[config.mk]
export PLATFORM = sky130hd
export DESIGN_NAME = omr_cnt_mem
export DESIGN_NICKNAME = d
export VERILOG_FILES = /design/src/hw/rtl/omr_pkg.sv /design/src/hw/rtl/omr_cnt_mem.sv
export VERILOG_INCLUDE_DIRS = /design/src /design/src/hw/rtl
export SDC_FILE = /design/constraint.sdc
export NUM_CORES = 1
export LEC_CHECK = 0
export BUFFER_PORTS_ARGS = -buffer_cell sky130_fd_sc_hd__buf_4
export CAP_MARGIN = 20
export CORE_MARGIN = 2
export CORE_UTILIZATION = 25
export DETAILED_ROUTE_END_ITERATION = 10
export PLACE_DENSITY = 0.36
export SKIP_LAST_GASP = 1
export SYNTH_ARGS = -nofsm -noshare
export SYNTH_HDL_FRONTEND = slang
export SYNTH_SLANG_ARGS = --single-unit
[constraint.sdc]
create_clock -name aclk -period 13.9 [get_ports aclk]
set_input_delay 2.78 -clock aclk [delete_from_list [all_inputs] [get_ports aclk]]
set_output_delay 2.78 -clock aclk [all_outputs]
set_load 0.01 [all_outputs]
[src/hw/rtl/assert_macros.svh]
// assertion helpers shared by the rtl files
// ASSERT_ALWAYS checks an expression at every clock edge outside reset
// ASSERT_NEXT checks that an antecedent is followed in the next cycle by a consequent
`ifndef ASSERT_MACROS_SVH
`define ASSERT_MACROS_SVH
`ifndef SYNTHESIS
`define ASSERT_ALWAYS(lbl, clk, rstn, expr) \
    lbl: assert property (@(posedge clk) disable iff (!rstn) (expr)) \
        else $error("invariant violated");
`define ASSERT_NEXT(lbl, clk, rstn, ante, cons) \
    lbl: assert property (@(posedge clk) disable iff (!rstn) (ante) |=> (cons)) \
        else $error("sequence check failed");
`else
`define ASSERT_ALWAYS(lbl, clk, rstn, expr)
`define ASSERT_NEXT(lbl, clk, rstn, ante, cons)
`endif
`endif

[src/hw/rtl/omr_pkg.sv]
`timescale 1ns / 1ps
// ----------------------------------------------------------------------------
// omr_pkg
// types, codes and the type classifier of the overwriting message ring
// ----------------------------------------------------------------------------
package omr_pkg;

    localparam int KNOWN_TYPES = 18;
    localparam int CNT_SLOTS   = 19;
    localparam int CNT_ENTRIES = 2 * CNT_SLOTS;
    localparam int CNT_AW      = 6;
    localparam int CNT_W       = 32;
    localparam int TSLOT_W     = 5;

    // known type bytes in counter order: S R H Y L V W K A F E c X D U P I N
    localparam logic [7:0] KNOWN_CODES [KNOWN_TYPES] = '{
        8'h53, 8'h52, 8'h48, 8'h59, 8'h4C, 8'h56, 8'h57, 8'h4B, 8'h41,
        8'h46, 8'h45, 8'h63, 8'h58, 8'h44, 8'h55, 8'h50, 8'h49, 8'h4E
    };

    typedef enum logic [1:0] {
        KIND_ENQ    = 2'd0,
        KIND_DEQ    = 2'd1,
        KIND_REWIND = 2'd2,
        KIND_STAT   = 2'd3
    } kind_t;

    typedef enum logic [1:0] {
        STATUS_OK      = 2'd0,
        STATUS_EMPTY   = 2'd1,
        STATUS_UNKNOWN = 2'd2
    } status_t;

    localparam logic [5:0] STAT_WRITE_WRAPS = 6'd38;
    localparam logic [5:0] STAT_READ_WRAPS  = 6'd39;
    localparam logic [5:0] STAT_WRITTEN     = 6'd40;
    localparam logic [5:0] STAT_READ        = 6'd41;
    localparam logic [5:0] STAT_FREE        = 6'd42;
    localparam logic [5:0] STAT_WRITE_SLOT  = 6'd43;

    // counter store access for one cycle
    typedef struct packed {
        logic              rd_en;
        logic [CNT_AW-1:0] rd_addr;
        logic              wr_en;
        logic [CNT_AW-1:0] wr_addr;
        logic [CNT_W-1:0]  wr_data;
    } cnt_req_t;

    // counter slot of a type byte, unknown types map to KNOWN_TYPES
    function automatic logic [TSLOT_W-1:0] type_slot(input logic [7:0] t);
        logic [TSLOT_W-1:0] slot;
        slot = TSLOT_W'(KNOWN_TYPES);
        for (int i = KNOWN_TYPES - 1; i >= 0; i--) begin
            if (KNOWN_CODES[i] == t) begin
                slot = TSLOT_W'(i);
            end
        end
        return slot;
    endfunction

endpackage

[src/hw/rtl/omr_cnt_mem.sv]
`timescale 1ns / 1ps
`include "assert_macros.svh"
// ----------------------------------------------------------------------------
// omr_cnt_mem
// per-type enqueue and dequeue counters, entries read as zero until written
// ----------------------------------------------------------------------------
module omr_cnt_mem import omr_pkg::*; (
    input  logic             aclk,
    input  logic             aresetn,
    input  cnt_req_t         req,
    output logic [CNT_W-1:0] rd_data
);

    logic [CNT_W-1:0]       cnt_mem [CNT_ENTRIES];
    logic [CNT_ENTRIES-1:0] valid_reg;
    logic [CNT_W-1:0]       rd_data_reg;
    logic                   rd_valid_reg;

    always_ff @(posedge aclk) begin
        if (req.wr_en) begin
            cnt_mem[req.wr_addr] <= req.wr_data;
        end
        if (req.rd_en) begin
            rd_data_reg  <= cnt_mem[req.rd_addr];
            rd_valid_reg <= valid_reg[req.rd_addr];
        end
    end

    always_ff @(posedge aclk) begin
        if (!aresetn) begin
            valid_reg <= '0;
        end else if (req.wr_en) begin
            valid_reg[req.wr_addr] <= 1'b1;
        end
    end

    assign rd_data = rd_valid_reg ? rd_data_reg : '0;

    `ASSERT_ALWAYS(a_wr_addr_range, aclk, aresetn, !req.wr_en || req.wr_addr < CNT_AW'(CNT_ENTRIES))
    `ASSERT_ALWAYS(a_rd_addr_range, aclk, aresetn, !req.rd_en || req.rd_addr < CNT_AW'(CNT_ENTRIES))

endmodule

After elaboration in Yosys (flattened, before gate mapping)
Memory sizes are Yosys's and may differ from the RTL's. A register that Yosys moved wholly into a read port is not among the register bits.
Index checks and enable logic that the tools add are counted.
- order comparisons: 3
- mux-type cells: 7
- bitwise gates (word level): 1
- reductions and logical operators: 1
- operators by type and width (cell ; number):
    $or 38x38->38 ; 1
    $mux 32 ; 1
    $lt 6x7->1 const B ; 2
    $bmux 1 s6 ; 1
    $demux 1 s6 ; 1
    $ge 6x1->1 const B ; 1
    $mux 1 ; 4
    $logic_and 1x1->1 ; 1
- bits in registers: 39
- bits in writable memories: 1216
- word-level logic and storage cells: 15
- memories kept: 1
- memories (name ; depth ; width ; read ports ; clocked after memory_dff ; write ports ; line ; text):
    cnt_mem ; 38 ; 32 ; 1 ; 1 ; 1 ; omr_cnt_mem.sv:14 ; logic [CNT_W-1:0] cnt_mem [CNT_ENTRIES];

Longest topological paths before layout
- depth in word-level cells: 5
- gate-level depth with buffers: 9
- depth with buffers taken out: 5

Worst setup path after synthesis
Ideal clock, no wire load.
- path type: input to register
- start point: input req[38] (netlist name)
- end point: memory cnt_mem[8][0] (enable)
- library setup time: 0.505 ns
- arrival time: 6.395 ns
- setup slack: 7.000 ns
- stages on the path: 3
- buffers on the path: 1
- cell sequence: clkbuf_1 -> nand3b_1 -> nor4_1
- word-level cells in the longest chain between the ends: 2
- RTL lines (item ; line ; text):
    start, declared ; omr_cnt_mem.sv:10 ; input cnt_req_t req,
    $mux 1 ; omr_cnt_mem.sv:20 ; if (req.wr_en) begin
    $mux 1 (not written as such) ; omr_cnt_mem.sv:21 ; cnt_mem[req.wr_addr] <= req.wr_data;
    end, declared ; omr_cnt_mem.sv:14 ;
Every way passes these cells.

Worst setup path in the final report
- start point: input req[39] (netlist name)
- end point: register rd_valid_reg, data pin
- word-level cells in the longest chain between the ends: 2
- RTL lines (item ; line ; text):
    $bmux 1 s6 ; omr_cnt_mem.sv:25 ; rd_valid_reg <= valid_reg[req.rd_addr];
    $mux 1 (not written as such) ; omr_cnt_mem.sv:25 ;
    end signal, assigned ; omr_cnt_mem.sv:25 ;
    end, declared ; omr_cnt_mem.sv:17 ; logic rd_valid_reg;
Every way passes these cells. The select of a mux whose other input is x is not followed.
A chain may end at the register's enable or synchronous reset.

==> results.py <==
metrics = {
    "clock_network": {
        "htree_levels": 4,
        "ctsRootBufferMaster": "clkbuf_16",
        "cts_hold_repair.buffers": 0,
        "cts_resized": 0,
        "cts_tree": "done",
        "clockBufferDepth": 3,
        "insertion_delay_ns": 0.77,
        "post-cts-setup-buffer-count": 0,
        "clkSlewWorstSetupHoldPaths_ns": 0.05,
        "cts_buffers": 149,
        "clock-sinks": 1287,
    },
    "min_path": {
        "hold_depth": 1,
        "min_to": "valid_reg[36]",
        "hold_start": "valid_reg[36]",
        "hold_class": "register to register",
    },
    "logic_synthesis": {
        "synth_commonest_cells": "edfxtp_1, mux4_2, mux2i_1",
        "synth_fp_nets": 2421,
        "synth_area_leaders": "edfxtp_1, mux4_2, mux2i_1, dfxtp_1, a22oi_1",
        "yosys_warnings": 0,
        "syn_area_per_cell_um2": 20.80,
        "ys.flop_type": "edfxtp_1",
        "netlist_area_um2": 49360,
        "synth_top_cell_by_area": "edfxtp_1",
        "post-synth-top-area-fraction": 0.7598,
        "post-synth-top-count-cell": "edfxtp_1",
        "ys_seq_area_frac": 0.7752,
        "synth-seq-cells": 1287,
        "syn-instance-count": 2373,
        "yosys.cell_types.count": 39,
        "async_flop_share": 0,
        "synth-edff-count": 1249,
    },
    "global_route": {
        "grt_use_total": 0.1555,
        "grt_max_degree": 92,
        "grt_pass1_wl_mm": 213.7,
        "grt_antenna_before_repair": 13,
        "overflow": 0,
        "grt_pass1_vias": 25893,
    },
    "placement": {
        "hpwl_mm": 81.68,
        "gp_congestion": 0.7096,
        "io_buffers": 79,
    },
    "setup_path": {
        "worstPathArrival_ns": 6.28,
        "required_ns": 14.37,
        "path_class": "input port to register",
        "start_kind": "input port",
        "r2r_cells": 4,
        "rrSetupSlack_ns": 12.07,
        "cp_max_fo": 57,
        "worstSetupEndpointType": "register",
        "r2r-start": "cnt_mem[11][15]",
        "timing.rr.end": "rd_data_reg[15]",
    },
    "timing": {
        "worstMarginPinSlew_ns": 1.065,
        "finalHoldViolations": 0,
        "setup_viol": 0,
        "min_period_ns": 5.808,
        "finClkSkew_ns": 0.03099,
        "fin_crit_sh": 0.4178,
        "rsz0062_at_grt": "no",
        "drv_slew": 0,
        "clock.fmax_mhz": 172.2,
        "tns_ns": 0,
        "maxSlewHeadroom": 0.2883,
    },
    "status": {
        "outcome": "finished clean",
    },
    "drt": {
        "drt-vias-per-instance": 4.646,
        "drc_errors": 0,
        "dr.pass1.iters": 5,
        "drt_iter0_drc": 2330,
        "vias": 24589,
        "drt-total-wl_mm": 155.9,
        "antenna_left": 0,
        "detail_route.wl_per_cell_um": 29.46,
    },
    "power": {
        "peakVddDrop_v": 0.0001204,
        "power.total_w": 0.008417,
        "power_density_nw_per_um2": 145.0,
        "leakagePower_nw": 18.30,
    },
    "floorplan": {
        "ios": 80,
        "fp.coreArea_um2": 196800,
        "chipHeight_um": 448.4,
        "dieArea_um2": 201000,
        "die_w_um": 448.4,
        "rows": 163,
        "start_util": 0.2508,
    },
    "run": {
        "maxCapViolCount": 0,
    },
    "cells_and_area": {
        "drive_gt1_frac": 0.2386,
        "syn_to_final_growth_pct": 17.55,
        "finalNetCount": 2584,
        "fill_cells": 19113,
        "largest_register_ffs": 1216,
    },
}
## cells in the final DEF (no fill, tap or decap), types with 3 or more instances in the layout
cell,netlist,layout
a211oi_1,28,28
a21oi_1,4,4
a22o_1,27,27
a22oi_1,61,61
a31oi_1,26,26
a32oi_1,6,6
a41oi_1,6,6
and2_1,33,33
buf_4,35,145
bufinv_16,0,6
clkbuf_1,54,31
clkbuf_16,0,154
clkbuf_8,0,5
clkinv_1,2,32
clkinv_2,0,24
clkinv_8,0,3
clkinvlp_4,0,3
dfxtp_1,38,38
diode_2,0,4
edfxtp_1,1249,1249
inv_6,0,4
mux2_2,3,3
mux2i_1,218,218
mux4_2,231,231
nand2_1,81,79
nand3_1,23,23
nand3b_1,4,4
nand4_1,3,3
nand4b_1,3,3
nor2_1,40,7
nor2_4,0,34
nor2b_1,5,3
nor3_2,0,4
o21a_1,38,38
o21ai_0,61,61
o22ai_1,26,26
or3_1,3,3
## worst max path at each step
stage / startpoint / cells after the start / to
after CTS: req[39] / 7 / rd_valid_reg
after global routing: req[39] / 7 / rd_valid_reg
after detailed placement: req[39] / 7 / rd_valid_reg
after floorplan: req[38] / 3 / cnt_mem[8][0]
after global placement: req[39] / 7 / rd_valid_reg
final: req[39] / 7 / rd_valid_reg
## power breakdown
part / switching (W) / internal, W / leakage [nW] / total [W]
Sequential: 0.0000119 / 0.00429 / 11.6 / 0.00430
Combinational: 0.000255 / 0.000137 / 4.46 / 0.000392
Clock: 0.00156 / 0.00216 / 2.26 / 0.00372
## worst max-delay path, stage by stage
cell and delay [ns]:
buf_8 0.52, buf_4 0.75, buf_4 0.73, mux4_2 0.59, mux2_2 0.31, a221oi_1 0.32, a22oi_1 0.14
## cells by family (layout without fill, tap and decap cells)
| kind of cell | count (synthesis) | after routing | share of synthesized area |
|---|---|---|---|
| AO/OA/AOI/OAI | 286 | 286 | 0.04000 |
| buffers and inverters | 140 | 416 | 0.01480 |
| flip-flops | 1287 | 1287 | 0.7752 |
| multiplexers | 452 | 452 | 0.1503 |
| other | 0 | 4 | 0 |
| AND/OR/NAND/NOR | 208 | 208 | 0.01974 |
## per-layer routing
layer  up-vias  global-route usage  routed length (um)
li1      10217                   -                   -
met1     13534              0.2141               70600
met2       655              0.2520               74320
met3       183             0.02869                7671
met4         0             0.04035                3336
met5         -                   0                   0
## stage by stage
step | worst slack (ns) | utilization | cell area, um^2 | cells | hold WS [ns]
floorplan | 7.000 | - | 49360 | 2373 | 0.4352
global placement | 7.204 | 0.2713 | 53400 | 5025 | 0.4403
detailed placement | 7.190 | 0.2713 | 53400 | 5025 | 0.4511
CTS | 8.052 | 0.2948 | 58020 | 5289 | 0.4646
global route | 7.745 | 0.2948 | 58030 | 5292 | 0.4766
finish | 8.092 | 0.2949 | 58030 | 5293 | 0.4620
## area by class of cell
class,count,area [um^2],area share
Tap cell,2640,3303,0.05692
Antenna cell,4,10.01,0.0001725
Inverter,4,17.52,0.0003019
Multi-Input combinational cell,946,10670,0.1839
Timing Repair Buffer,148,1139,0.01962
Clock inverter,74,581.8,0.01003
Clock buffer,190,4039,0.06960
Sequential cell,1287,38270,0.6594
No activity file was read; power rests on OpenSTA's default activity.
